$ cat src/design/mred_pkg.sv
package mred_pkg;

   localparam int CHANNEL_BITS = 8;
   localparam int FRAC_BITS    = 8;
   localparam int MAX_DIM      = 1024;

   localparam int DIM_W   = $clog2(MAX_DIM) + 1;          // 11
   localparam int CNT_W   = 2 * DIM_W;                    // pixel count
   localparam int SQ_W    = 2 * CHANNEL_BITS + 2;         // dr^2+dg^2+db^2
   localparam int RAD_W   = SQ_W + 2 * FRAC_BITS;         // sqrt operand
   localparam int ROOT_W  = RAD_W / 2;                    // Q9.8 distance
   localparam int REM_W   = ROOT_W + 2;                   // sqrt remainder
   localparam int SUM_W   = 37;
   localparam int OUT_W   = 17;
   localparam int STEP_W  = $clog2(SUM_W);
   localparam int CSR_AW  = 4;
   localparam int CSR_DW  = 32;

   localparam logic [OUT_W-1:0] OUT_MAX = {OUT_W{1'b1}};

   typedef enum logic [1:0] {
      REG_REF_WIDTH   = 2'd0,
      REG_REF_HEIGHT  = 2'd1,
      REG_CAND_WIDTH  = 2'd2,
      REG_CAND_HEIGHT = 2'd3
   } csr_index_type;

   typedef struct packed {
      logic [CHANNEL_BITS-1:0] ref_red;
      logic [CHANNEL_BITS-1:0] ref_green;
      logic [CHANNEL_BITS-1:0] ref_blue;
      logic [CHANNEL_BITS-1:0] cand_red;
      logic [CHANNEL_BITS-1:0] cand_green;
      logic [CHANNEL_BITS-1:0] cand_blue;
      logic                    last_pixel;
   } req_data_type;

   typedef struct packed {
      logic [OUT_W-1:0] mean_distance;
      logic             size_mismatch;
   } rsp_data_type;

   typedef struct packed {
      logic [DIM_W-1:0] ref_width;
      logic [DIM_W-1:0] ref_height;
      logic [DIM_W-1:0] cand_width;
      logic [DIM_W-1:0] cand_height;
   } cfg_type;

   typedef enum logic [2:0] {
      ST_IDLE,
      ST_SQUARE,
      ST_ROOT,
      ST_ACCUM,
      ST_DIV_LOAD,
      ST_DIVIDE,
      ST_RESULT
   } state_type;

   typedef struct packed {
      logic load;
      logic square;
      logic root_step;
      logic accum;
      logic div_load;
      logic div_step;
      logic out_load;
   } cmd_type;

   typedef struct packed {
      logic last_pixel;
      logic out_busy;
   } status_type;

endpackage

$ cat src/design/mean_rgb_euclidean_distance_core.sv
// Channel  Direction  Handshake             Payload
// req      in         req_valid/req_stall   req_data (pixel pair, last_pixel)
// rsp      out        rsp_valid/rsp_stall   rsp_data (mean_distance, size_mismatch)
// csr      in         APB write/read        ref/cand width and height
//
// After a transfer, a pixel pair is squared, then passes through the 17 steps
// of the square-root loop and is accumulated before the next pair is taken.
// The last pair then loads the 37-step divider, runs it and loads the output.
// Reset is synchronous; it clears the running sum and restores sizes to 1.
// A stalled result holds in the output register; new pairs keep flowing
// until the next last pair's result needs that register.
module mean_rgb_euclidean_distance_core (
   input  logic                          clock,
   input  logic                          reset,
   input  logic                          req_valid,
   output logic                          req_stall,
   input  mred_pkg::req_data_type        req_data,
   output logic                          rsp_valid,
   input  logic                          rsp_stall,
   output mred_pkg::rsp_data_type        rsp_data,
   input  logic                          csr_psel,
   input  logic                          csr_penable,
   input  logic                          csr_pwrite,
   input  logic [mred_pkg::CSR_AW-1:0]   csr_paddr,
   input  logic [mred_pkg::CSR_DW-1:0]   csr_pwdata,
   output logic [mred_pkg::CSR_DW-1:0]   csr_prdata,
   output logic                          csr_pready
);
   import mred_pkg::*;

   cfg_type    cfg;
   cmd_type    cmd;
   status_type status;

   mred_csr u_csr (
      .clock       (clock),
      .reset       (reset),
      .csr_psel    (csr_psel),
      .csr_penable (csr_penable),
      .csr_pwrite  (csr_pwrite),
      .csr_paddr   (csr_paddr),
      .csr_pwdata  (csr_pwdata),
      .csr_prdata  (csr_prdata),
      .csr_pready  (csr_pready),
      .cfg         (cfg)
   );

   mred_ctrl u_ctrl (
      .clock     (clock),
      .reset     (reset),
      .req_valid (req_valid),
      .req_stall (req_stall),
      .status    (status),
      .cmd       (cmd)
   );

   mred_dp u_dp (
      .clock     (clock),
      .reset     (reset),
      .req_data  (req_data),
      .cfg       (cfg),
      .cmd       (cmd),
      .status    (status),
      .rsp_valid (rsp_valid),
      .rsp_stall (rsp_stall),
      .rsp_data  (rsp_data)
   );

endmodule

$ cat src/design/mred_csr.sv
module mred_csr (
   input  logic                          clock,
   input  logic                          reset,
   input  logic                          csr_psel,
   input  logic                          csr_penable,
   input  logic                          csr_pwrite,
   input  logic [mred_pkg::CSR_AW-1:0]   csr_paddr,
   input  logic [mred_pkg::CSR_DW-1:0]   csr_pwdata,
   output logic [mred_pkg::CSR_DW-1:0]   csr_prdata,
   output logic                          csr_pready,
   output mred_pkg::cfg_type             cfg
);
   import mred_pkg::*;

   cfg_type       cfg_ff;
   cfg_type       cfg_in;
   csr_index_type idx;
   logic          wr_en;
   logic [DIM_W-1:0] rd_val;

   assign idx   = csr_index_type'(csr_paddr[3:2]);
   assign wr_en = csr_psel && csr_penable && csr_pwrite;

   always_comb begin
      cfg_in = cfg_ff;
      if (wr_en) begin
         case (idx)
            REG_REF_WIDTH:   cfg_in.ref_width   = csr_pwdata[DIM_W-1:0];
            REG_REF_HEIGHT:  cfg_in.ref_height  = csr_pwdata[DIM_W-1:0];
            REG_CAND_WIDTH:  cfg_in.cand_width  = csr_pwdata[DIM_W-1:0];
            REG_CAND_HEIGHT: cfg_in.cand_height = csr_pwdata[DIM_W-1:0];
            default:         cfg_in = cfg_ff;
         endcase
      end
   end

   always_comb begin
      case (idx)
         REG_REF_WIDTH:   rd_val = cfg_ff.ref_width;
         REG_REF_HEIGHT:  rd_val = cfg_ff.ref_height;
         REG_CAND_WIDTH:  rd_val = cfg_ff.cand_width;
         REG_CAND_HEIGHT: rd_val = cfg_ff.cand_height;
         default:         rd_val = '0;
      endcase
   end

   always_ff @(posedge clock) begin
      if (reset) begin
         cfg_ff.ref_width   <= DIM_W'(1);
         cfg_ff.ref_height  <= DIM_W'(1);
         cfg_ff.cand_width  <= DIM_W'(1);
         cfg_ff.cand_height <= DIM_W'(1);
      end else begin
         cfg_ff <= cfg_in;
      end
   end

   assign csr_prdata = CSR_DW'(rd_val);
   assign csr_pready = 1'b1;
   assign cfg        = cfg_ff;

endmodule

$ cat src/design/mred_ctrl.sv
module mred_ctrl (
   input  logic                 clock,
   input  logic                 reset,
   input  logic                 req_valid,
   output logic                 req_stall,
   input  mred_pkg::status_type status,
   output mred_pkg::cmd_type    cmd
);
   import mred_pkg::*;

   state_type         state_ff;
   state_type         state_in;
   logic [STEP_W-1:0] step_ff;
   logic [STEP_W-1:0] step_in;
   logic              root_end;
   logic              div_end;

   assign root_end = (step_ff == STEP_W'(ROOT_W - 1));
   assign div_end  = (step_ff == STEP_W'(SUM_W - 1));

   always_comb begin
      state_in = state_ff;
      case (state_ff)
         ST_IDLE:     if (req_valid) state_in = ST_SQUARE;
         ST_SQUARE:   state_in = ST_ROOT;
         ST_ROOT:     if (root_end) state_in = ST_ACCUM;
         ST_ACCUM:    state_in = status.last_pixel ? ST_DIV_LOAD : ST_IDLE;
         ST_DIV_LOAD: state_in = ST_DIVIDE;
         ST_DIVIDE:   if (div_end) state_in = ST_RESULT;
         ST_RESULT:   if (!status.out_busy) state_in = ST_IDLE;
         default:     state_in = ST_IDLE;
      endcase
   end

   // one step counter serves both iterative loops
   always_comb begin
      case (state_ff)
         ST_ROOT, ST_DIVIDE: step_in = step_ff + STEP_W'(1);
         default:            step_in = '0;
      endcase
   end

   always_comb begin
      cmd       = '0;
      req_stall = 1'b1;
      case (state_ff)
         ST_IDLE: begin
            req_stall = 1'b0;
            cmd.load  = req_valid;
         end
         ST_SQUARE:   cmd.square    = 1'b1;
         ST_ROOT:     cmd.root_step = 1'b1;
         ST_ACCUM:    cmd.accum     = 1'b1;
         ST_DIV_LOAD: cmd.div_load  = 1'b1;
         ST_DIVIDE:   cmd.div_step  = 1'b1;
         ST_RESULT:   cmd.out_load  = !status.out_busy;
         default:     cmd = '0;
      endcase
   end

   always_ff @(posedge clock) begin
      if (reset) begin
         state_ff <= ST_IDLE;
         step_ff  <= '0;
      end else begin
         state_ff <= state_in;
         step_ff  <= step_in;
      end
   end

endmodule

$ cat src/design/mred_dp.sv
module mred_dp (
   input  logic                   clock,
   input  logic                   reset,
   input  mred_pkg::req_data_type req_data,
   input  mred_pkg::cfg_type      cfg,
   input  mred_pkg::cmd_type      cmd,
   output mred_pkg::status_type   status,
   output logic                   rsp_valid,
   input  logic                   rsp_stall,
   output mred_pkg::rsp_data_type rsp_data
);
   import mred_pkg::*;

   logic [CHANNEL_BITS-1:0] dr_ff, dg_ff, db_ff;
   logic [CHANNEL_BITS-1:0] dr_in, dg_in, db_in;
   logic                    last_ff, last_in;
   logic [RAD_W-1:0]        rad_ff, rad_in;
   logic [REM_W-1:0]        rem_ff, rem_in;
   logic [ROOT_W-1:0]       root_ff, root_in;
   logic [SUM_W-1:0]        sum_ff, sum_in;
   logic [SUM_W-1:0]        dvd_ff, dvd_in;
   logic [CNT_W-1:0]        drem_ff, drem_in;
   logic [CNT_W-1:0]        count_ff, count_in;
   logic                    mis_ff, mis_in;
   logic                    zero_ff, zero_in;
   logic                    rsp_valid_ff, rsp_valid_in;
   rsp_data_type            rsp_data_ff, rsp_data_in;

   logic [SQ_W-1:0]         sq;
   logic [REM_W+1:0]        rem_sh;
   logic [REM_W-1:0]        trial;
   logic                    root_bit;
   logic [CNT_W:0]          drem_sh;
   logic                    quot_bit;

   function automatic logic [CHANNEL_BITS-1:0] absdiff(
      input logic [CHANNEL_BITS-1:0] a,
      input logic [CHANNEL_BITS-1:0] b
   );
      return (a >= b) ? (a - b) : (b - a);
   endfunction

   assign sq = SQ_W'(dr_ff) * SQ_W'(dr_ff)
             + SQ_W'(dg_ff) * SQ_W'(dg_ff)
             + SQ_W'(db_ff) * SQ_W'(db_ff);

   // digit-by-digit square root, two radicand bits per step
   assign rem_sh   = {rem_ff, rad_ff[RAD_W-1 -: 2]};
   assign trial    = {root_ff, 2'b01};
   assign root_bit = (rem_sh >= (REM_W+2)'(trial));

   // restoring divide, dividend shifts out as quotient shifts in
   assign drem_sh  = {drem_ff, dvd_ff[SUM_W-1]};
   assign quot_bit = (drem_sh >= (CNT_W+1)'(count_ff));

   assign count_in = CNT_W'(cfg.ref_width) * CNT_W'(cfg.ref_height);

   always_comb begin
      dr_in       = dr_ff;
      dg_in       = dg_ff;
      db_in       = db_ff;
      last_in     = last_ff;
      rad_in      = rad_ff;
      rem_in      = rem_ff;
      root_in     = root_ff;
      sum_in      = sum_ff;
      dvd_in      = dvd_ff;
      drem_in     = drem_ff;
      mis_in      = mis_ff;
      zero_in     = zero_ff;
      rsp_data_in = rsp_data_ff;

      if (cmd.load) begin
         dr_in   = absdiff(req_data.ref_red,   req_data.cand_red);
         dg_in   = absdiff(req_data.ref_green, req_data.cand_green);
         db_in   = absdiff(req_data.ref_blue,  req_data.cand_blue);
         last_in = req_data.last_pixel;
      end
      if (cmd.square) begin
         rad_in  = RAD_W'(sq) << (2 * FRAC_BITS);
         rem_in  = '0;
         root_in = '0;
      end
      if (cmd.root_step) begin
         rad_in  = rad_ff << 2;
         rem_in  = root_bit ? REM_W'(rem_sh - (REM_W+2)'(trial)) : REM_W'(rem_sh);
         root_in = {root_ff[ROOT_W-2:0], root_bit};
      end
      if (cmd.accum) begin
         sum_in = sum_ff + SUM_W'(root_ff);
      end
      if (cmd.div_load) begin
         dvd_in  = sum_ff;
         sum_in  = '0;
         drem_in = '0;
         mis_in  = (cfg.ref_width != cfg.cand_width) || (cfg.ref_height != cfg.cand_height);
         zero_in = (count_ff == '0);
      end
      if (cmd.div_step) begin
         drem_in = quot_bit ? CNT_W'(drem_sh - (CNT_W+1)'(count_ff)) : CNT_W'(drem_sh);
         dvd_in  = {dvd_ff[SUM_W-2:0], quot_bit};
      end
      if (cmd.out_load) begin
         if (mis_ff || zero_ff || (dvd_ff > SUM_W'(OUT_MAX))) begin
            rsp_data_in.mean_distance = OUT_MAX;
         end else begin
            rsp_data_in.mean_distance = dvd_ff[OUT_W-1:0];
         end
         rsp_data_in.size_mismatch = mis_ff;
      end
   end

   always_comb begin
      rsp_valid_in = rsp_valid_ff;
      if (cmd.out_load) begin
         rsp_valid_in = 1'b1;
      end else if (rsp_valid_ff && !rsp_stall) begin
         rsp_valid_in = 1'b0;
      end
   end

   always_ff @(posedge clock) begin
      if (reset) begin
         sum_ff       <= '0;
         rsp_valid_ff <= 1'b0;
      end else begin
         sum_ff       <= sum_in;
         rsp_valid_ff <= rsp_valid_in;
      end
   end

   always_ff @(posedge clock) begin
      dr_ff       <= dr_in;
      dg_ff       <= dg_in;
      db_ff       <= db_in;
      last_ff     <= last_in;
      rad_ff      <= rad_in;
      rem_ff      <= rem_in;
      root_ff     <= root_in;
      dvd_ff      <= dvd_in;
      drem_ff     <= drem_in;
      count_ff    <= count_in;
      mis_ff      <= mis_in;
      zero_ff     <= zero_in;
      rsp_data_ff <= rsp_data_in;
   end

   assign status.last_pixel = last_ff;
   assign status.out_busy   = rsp_valid_ff && rsp_stall;
   assign rsp_valid         = rsp_valid_ff;
   assign rsp_data          = rsp_data_ff;

endmodule

$ cat config.mk
export PLATFORM = sky130hd
export DESIGN_NAME = mean_rgb_euclidean_distance_core
export DESIGN_NICKNAME = d
export VERILOG_FILES = /design/src/design/mred_pkg.sv /design/src/design/mean_rgb_euclidean_distance_core.sv /design/src/design/mred_csr.sv /design/src/design/mred_ctrl.sv /design/src/design/mred_dp.sv
export SDC_FILE = /design/constraint.sdc
export NUM_CORES = 1
export LEC_CHECK = 0
export BUFFER_PORTS_ARGS = -buffer_cell sky130_fd_sc_hd__buf_4
export CAP_MARGIN = 20
export CORE_ASPECT_RATIO = 1.1
export CORE_MARGIN = 2
export CORE_UTILIZATION = 55
export CTS_BUF_LIST = sky130_fd_sc_hd__clkbuf_8 sky130_fd_sc_hd__clkbuf_16
export DETAILED_ROUTE_END_ITERATION = 16
export PLACE_DENSITY = 0.8
export SETUP_SLACK_MARGIN = 0.3
export SLEW_MARGIN = 10
export SYNTH_ARGS = -nofsm -noshare
export SYNTH_HDL_FRONTEND = slang
export SYNTH_HIERARCHICAL = 1
export SYNTH_SLANG_ARGS = --single-unit
$ cat constraint.sdc
create_clock -name clock -period 6.1 [get_ports clock]
set_input_delay 0.61 -clock clock [delete_from_list [all_inputs] [get_ports clock]]
set_output_delay 0.61 -clock clock [all_outputs]
set_load 0.01 [all_outputs]
==> results of run 1 <==
==> synthesized netlist by cell type (10+ instances only) <==
| cell type | count | area, sq um |
|---|---|---|
| nor2_1 | 128 | 480 |
| clkbuf_1 | 68 | 255 |
| a211oi_1 | 10 | 75.1 |
| nand4_1 | 24 | 150 |
| mux2i_1 | 93 | 931 |
| and2_1 | 112 | 701 |
| buf_4 | 24 | 180 |
| a21oi_1 | 83 | 415 |
| dfxtp_1 | 113 | 2260 |
| nor2b_1 | 44 | 275 |
| nor3_1 | 22 | 110 |
| mux2_2 | 39 | 439 |
| nor4_1 | 14 | 87.6 |
| or3_1 | 23 | 144 |
| nand3_1 | 33 | 165 |
| mux4_2 | 11 | 248 |
| a21o_1 | 48 | 360 |
| edfxtp_1 | 158 | 4740 |
| nand2_1 | 179 | 672 |
| nand2b_1 | 81 | 507 |
| inv_1 | 412 | 1550 |
| fa_1 | 221 | 4420 |
| ha_1 | 244 | 3050 |
| nand3b_1 | 16 | 120 |
| xnor2_1 | 70 | 613 |
| o21a_1 | 18 | 135 |
| and3_1 | 16 | 100 |
| xor2_1 | 46 | 403 |
| o21ai_0 | 102 | 510 |
==> final cells by class <==
cell class | instances | area [sq um] | area share (%)
clock buffer | 37 | 881 | 3.13
sequential | 271 | 7010 | 24.9
timing repair buffer | 174 | 1310 | 4.65
tap | 588 | 736 | 2.61
multi-input combinational | 1835 | 16500 | 58.8
inverter | 414 | 1550 | 5.52
clock inverter | 19 | 120 | 0.427
==> timing repair <==
item,in CTS,in global routing
buffers inserted,10,6
resized for setup,17,7
endpoints found under the hold margin,0,0
pin swaps,24,9
setup endpoints to repair,10,10
hold buffers,0,0
==> flip-flops by register name (all words and copies together) (netlist names) <==
name	flops
u_csr/cfg	44
u_ctrl/state_ff	3
u_ctrl/step_ff	6
u_dp/count_ff	22
u_dp/db_ff	8
u_dp/dg_ff	8
u_dp/dr_ff	8
u_dp/drem_ff	22
u_dp/dvd_ff	37
u_dp/last_ff	1
u_dp/mis_ff	1
u_dp/rad_ff	18
u_dp/rem_ff	19
u_dp/root_ff	17
u_dp/rsp_data	18
u_dp/rsp_valid	1
u_dp/sum_ff	37
u_dp/zero_ff	1
==> through the flow <==
step | setup slack [ns] | utilization (%) | hold WS (ns) | std cells
5_1_grt | -0.331 | 61.8 | 0.205 | 3338
4_1_cts | -0.132 | 61.7 | 0.204 | 3332
2_1_floorplan | -0.00859 | - | 0.428 | 2626
3_5_place_dp | -0.230 | 59.2 | 0.441 | 3266
6_report | -0.136 | 61.8 | 0.224 | 3338
3_3_place_gp | -0.200 | 59.2 | 0.437 | 3266
==> cells by family after synthesis <==
logic type | count (synthesis)
AND/OR/NAND/NOR | 731
buffers and inverters | 520
adder cells (fa/ha/maj) | 465
AO/OA/AOI/OAI | 358
flip-flops | 271
multiplexers | 143
XOR/XNOR | 116
other | 2
==> critical path: stages (launching register included) <==
cell and delay, ns:
edfxtp_1 0.49, nand2_2 0.09, buf_4 0.15, fa_1 0.55, fa_1 0.44, fa_1 0.49, inv_1 0.05, fa_1 0.50
inv_1 0.05, fa_1 0.45, fa_1 0.50, inv_2 0.04, fa_1 0.55, ha_4 0.22, a21oi_4 0.16, o21ai_2 0.09
o41ai_2 0.24, o21a_1 0.24, a2111oi_4 0.10, or3_1 0.33, a31o_2 0.25
==> path summary, 6_finish.rpt <==
kind | end | slack (ns) | depth (start not counted)
worst max-delay path | u_dp/rad_ff[32]$_DFFE_PP_ | -0.14 | 20
worst min-delay path | u_dp/last_ff$_DFFE_PP_ | 0.22 | 1
worst max register to register | u_dp/rad_ff[32]$_DFFE_PP_ | -0.14 | 20
worst min register to register | u_dp/rsp_data[0]$_DFFE_PP_ | 0.47 | 0
==> layer usage <==
metal,GRT usage (%),wire length [microns]
met2,42.9,27700
met5,0,0
met3,1.97,2090
met1,27.0,22100
met4,7.72,1700
==> flow_metrics.py, run 1 <==
metrics = {
    "run_status": {
        "status": "complete, but fails checks",
        "violations": "negative setup slack",
    },
    "clock_tree": {
        "clk_path_buf_depth": 3,
        "cts_root_buffer": "clkbuf_16",
        "clkLatencyLatePin_ns": 0.57,
        "numCtsBuffers": 30,
        "cts-htree-levels": 1,
        "clock-sinks": 271,
        "clk_pin_slew_ns": 0.06,
        "cts_tree": "built",
    },
    "sta": {
        "drv_slew": 0,
        "tightest_slew_ns": 0.952,
        "slew_headroom_pct": 36.0,
        "fin_crit_sh_pct": 102,
        "rsz0062_at_grt": "true",
        "hold_viol_final": 0,
        "max_freq_mhz": 160,
        "postLayoutSetupSlackWorst_ns": -0.136,
        "setup_viol": 2,
        "fin_worst_skew_ns": 0.0129,
        "finalSetupTns_ns": -0.160,
        "finalCriticalPeriod_ns": 6.24,
    },
    "worst_setup_path": {
        "start_kind": "flop",
        "required_ns": 6.42,
        "worst_setup_path_end_kind": "flop",
        "cp_max_fo": 6,
        "startpoint": "u_dp/dr_ff[2]$_DFFE_PP_",
        "r2r-start": "u_dp/dr_ff[2]$_DFFE_PP_",
        "arrival_ns": 6.55,
        "criticalPathCategory": "reg -> reg",
    },
    "final_layout": {
        "diodes": 0,
        "stdcell_area_sq_mm": 0.0282,
        "final_cell_mix": "415 x inv_1, 240 x ha_1, 219 x fa_1",
        "drive_gt1_share_pct": 12.4,
        "mostFrequentLayoutCell": "inv_1",
        "nFillCells": 3750,
        "area_growth_pct": 11.0,
        "final_nets": 3283,
    },
    "placed_design": {
        "gp_congestion": 0.896,
        "dpl.hpwl_microns": 41900,
        "placed_cell_area_sq_mm": 0.0270,
        "numPortBuffers": 99,
    },
    "detailed_routing": {
        "drt-total-wl_microns": 53600,
        "vias_per_cell": 5.50,
        "first_pass_iters": 5,
        "routedWlPerCell_microns": 16.1,
        "drt_iter0_drc": 941,
        "antenna_left": 0,
        "drc": 0,
        "vias": 18400,
    },
    "floorplanning": {
        "ios": 145,
        "row_count": 82,
        "die_h_microns": 229,
        "dieArea_sq_mm": 0.0479,
        "chipWidth_microns": 209,
        "start_util_pct": 55.7,
        "coreArea_sq_mm": 0.0456,
    },
    "global_route": {
        "grt_pass1_vias": 19500,
        "antenna_found_initial": 1,
        "track_usage_pct": 22.7,
        "grt_pass1_wl_microns": 90700,
        "grt_start_max_net_pins": 67,
        "grt_overflow": 0,
    },
    "yosys": {
        "avgSynthCellArea_sq_um": 9.73,
        "synth_xor_xnor_area_share_pct": 4.01,
        "synth_edf_count": 158,
        "synthArstFlopShare_pct": 0,
        "ys_types": 84,
        "synth_seq_area_share_pct": 27.6,
        "synth_cells": 2606,
        "ys.flop_type": "edfxtp_1",
        "synth_top_family_by_area": "adder cells",
        "synthSimpleGateAreaFrac_pct": 15.1,
        "syn_area_sq_mm": 0.0254,
        "ys_ff_latch": 271,
        "synthMuxAreaShare_pct": 6.38,
        "synth_compound_area_share_pct": 9.18,
        "synth-warning-count": 6,
        "synth_fa_ha_area_share_pct": 29.5,
    },
    "hold_path": {
        "hp-class": "in -> reg",
        "min-delay-start": "req_data[0]",
    },
    "flow_run": {
        "drv_cap": 0,
    },
}
Power of run 1 is left out: the tool's default activity adds up to more than one toggle a clock period on the data nets, which glitch-free logic cannot reach.
==> inputs of run 2 (changes only) <==
--- a/config.mk
+++ b/config.mk
@@ -5,14 +5,14 @@
 export SDC_FILE = /design/constraint.sdc
 export NUM_CORES = 1
 export LEC_CHECK = 0
-export BUFFER_PORTS_ARGS = -buffer_cell sky130_fd_sc_hd__buf_4
 export CAP_MARGIN = 20
 export CORE_ASPECT_RATIO = 1.1
 export CORE_MARGIN = 2
 export CORE_UTILIZATION = 55
 export CTS_BUF_LIST = sky130_fd_sc_hd__clkbuf_8 sky130_fd_sc_hd__clkbuf_16
 export DETAILED_ROUTE_END_ITERATION = 16
-export PLACE_DENSITY = 0.8
+export DONT_BUFFER_PORTS = 1
+export PLACE_DENSITY = 0.77
 export SETUP_SLACK_MARGIN = 0.3
 export SLEW_MARGIN = 10
 export SYNTH_ARGS = -nofsm -noshare
==> flow_metrics.py, run 2 (synthesized netlist as in run 1, its figures left out) <==
metrics = {
    "run_status": {
        "status": "complete, but fails checks",
        "violations": "negative setup slack",
    },
    "floorplanning": {
        "start_util_pct": 55.7,
        "chipWidth_microns": 209,
        "die_h_microns": 229,
        "coreArea_sq_mm": 0.0456,
        "dieArea_sq_mm": 0.0479,
        "row_count": 82,
        "ios": 145,
    },
    "global_route": {
        "antenna_found_initial": 0,
        "grt_pass1_vias": 19200,
        "track_usage_pct": 22.2,
        "grt_pass1_wl_microns": 89000,
        "grt_start_max_net_pins": 67,
        "grt_overflow": 0,
    },
    "clock_tree": {
        "clk_path_buf_depth": 3,
        "clk_pin_slew_ns": 0.06,
        "cts_hold_buf": 0,
        "clock-sinks": 271,
        "cts-htree-levels": 1,
        "clkLatencyLatePin_ns": 0.58,
        "cts_tree": "built",
        "cts_root_buffer": "clkbuf_16",
        "numCtsBuffers": 30,
    },
    "worst_setup_path": {
        "start_kind": "flop",
        "cp_top_family": "adder cells",
        "critPathSlowestCell": "fa_1",
        "criticalPathCategory": "reg -> reg",
        "crit_chain": "and2_4, fa_1, fa_1, inv_1, fa_1, fa_1, inv_1, fa_1, fa_1, inv_2, fa_1, inv_1, ha_4, nand2_2, o21ai_2, o41ai_2, o21a_2, a2111oi_4, or3_1, a31o_2",
        "required_ns": 6.42,
        "worst_setup_path_end_kind": "flop",
        "slowest_delay_ns": 0.53,
        "arrival_ns": 6.58,
        "cp_max_fo": 6,
        "timing.critical_path.buf_inv": 4,
        "crit_path_frequent_cell": "fa_1",
    },
    "sta": {
        "fin_crit_sh_pct": 103,
        "drv_slew": 0,
        "rsz0062_at_grt": "true",
        "finalSetupTns_ns": -0.165,
        "fin_worst_skew_ns": 0.0211,
        "hold_viol_final": 0,
        "finalCriticalPeriod_ns": 6.25,
        "tightest_slew_ns": 1.04,
        "postLayoutSetupSlackWorst_ns": -0.154,
        "max_freq_mhz": 160,
        "setup_viol": 2,
        "slew_headroom_pct": 30.4,
    },
    "final_layout": {
        "final_cell_mix": "409 x inv_1, 239 x ha_1, 219 x fa_1",
        "mostFrequentLayoutCell": "inv_1",
        "final_nets": 3186,
        "area_growth_pct": 8.34,
        "largest_reg_flops": 44,
        "drive_gt1_share_pct": 9.50,
        "diodes": 0,
    },
    "placed_design": {
        "dpl.hpwl_microns": 40800,
        "numPortBuffers": 0,
        "gp_congestion": 0.893,
    },
    "detailed_routing": {
        "vias_per_cell": 5.59,
        "antenna_left": 0,
        "drt-total-wl_microns": 52900,
        "drc": 0,
        "drt_iter0_drc": 822,
        "vias": 18100,
        "first_pass_iters": 5,
        "routedWlPerCell_microns": 16.3,
    },
    "hold_path": {
        "hp-class": "in -> reg",
    },
    "flow_run": {
        "drv_cap": 0,
    },
}
run 2: path summary, 6_finish.rpt:
| check | startpoint | endpoint | slack [ns] | cells after the start |
|---|---|---|---|---|
| setup / recovery | u_dp/dr_ff[2]$_DFFE_PP_ | u_dp/rad_ff[32]$_DFFE_PP_ | -0.15 | 20 |
| hold / removal | reset | u_ctrl/state_ff[2]$_SDFFE_PP0P_ | 0.13 | 1 |
| setup reg to reg | u_dp/dr_ff[2]$_DFFE_PP_ | u_dp/rad_ff[32]$_DFFE_PP_ | -0.15 | 20 |
| hold reg to reg | u_ctrl/step_ff[0]$_SDFF_PP0_ | u_ctrl/step_ff[0]$_SDFF_PP0_ | 0.49 | 1 |
run 2: final cells by class:
type / count / area [sq um]
Clock inverter: 20 / 186
Tap cell: 588 / 736
Inverter: 414 / 1550
Timing Repair Buffer: 77 / 612
Fill cell: 3781 / 18100
Sequential cell: 271 / 7010
Clock buffer: 36 / 833
Multi-Input combinational cell: 1835 / 16600
run 2: what timing repair did:
action	in CTS	in global routing
endpoints found under the setup margin	9	10
resized for setup	10	27
setup buffers	6	11
pin swaps	12	35
run 2: worst register-to-register path: stages (launching register included):
cell and delay (ns):
edfxtp_1 0.51, and2_4 0.20, fa_1 0.50, fa_1 0.52, inv_1 0.05, fa_1 0.47, fa_1 0.49, inv_1 0.05
fa_1 0.46, fa_1 0.53, inv_2 0.04, fa_1 0.53, inv_1 0.06, ha_4 0.23, nand2_2 0.08, o21ai_2 0.06
o41ai_2 0.35, o21a_2 0.22, a2111oi_4 0.08, or3_1 0.32, a31o_2 0.25
run 2: metrics by stage:
step	cells	worst slack (ns)	cell area [sq um]	hold slack (ns)	util, %
2_1_floorplan	2626	-0.00859	25600	0.428	-
3_3_place_gp	3168	-0.138	26200	0.440	57.6
5_1_grt	3241	-0.351	27500	0.0766	60.3
3_5_place_dp	3168	-0.223	26200	0.466	57.6
4_1_cts	3230	-0.156	27300	0.0784	59.9
6_report	3241	-0.154	27500	0.127	60.3
run 2: per-layer routing:
metal,vias up,track usage [%],wire length [microns]
met5,-,0,0
met4,0,7.39,1510
met3,96,3.00,2630
met2,483,41.0,27000
met1,8871,26.6,21800
li1,8657,-,-
Power of run 2 is left out for the same reason.
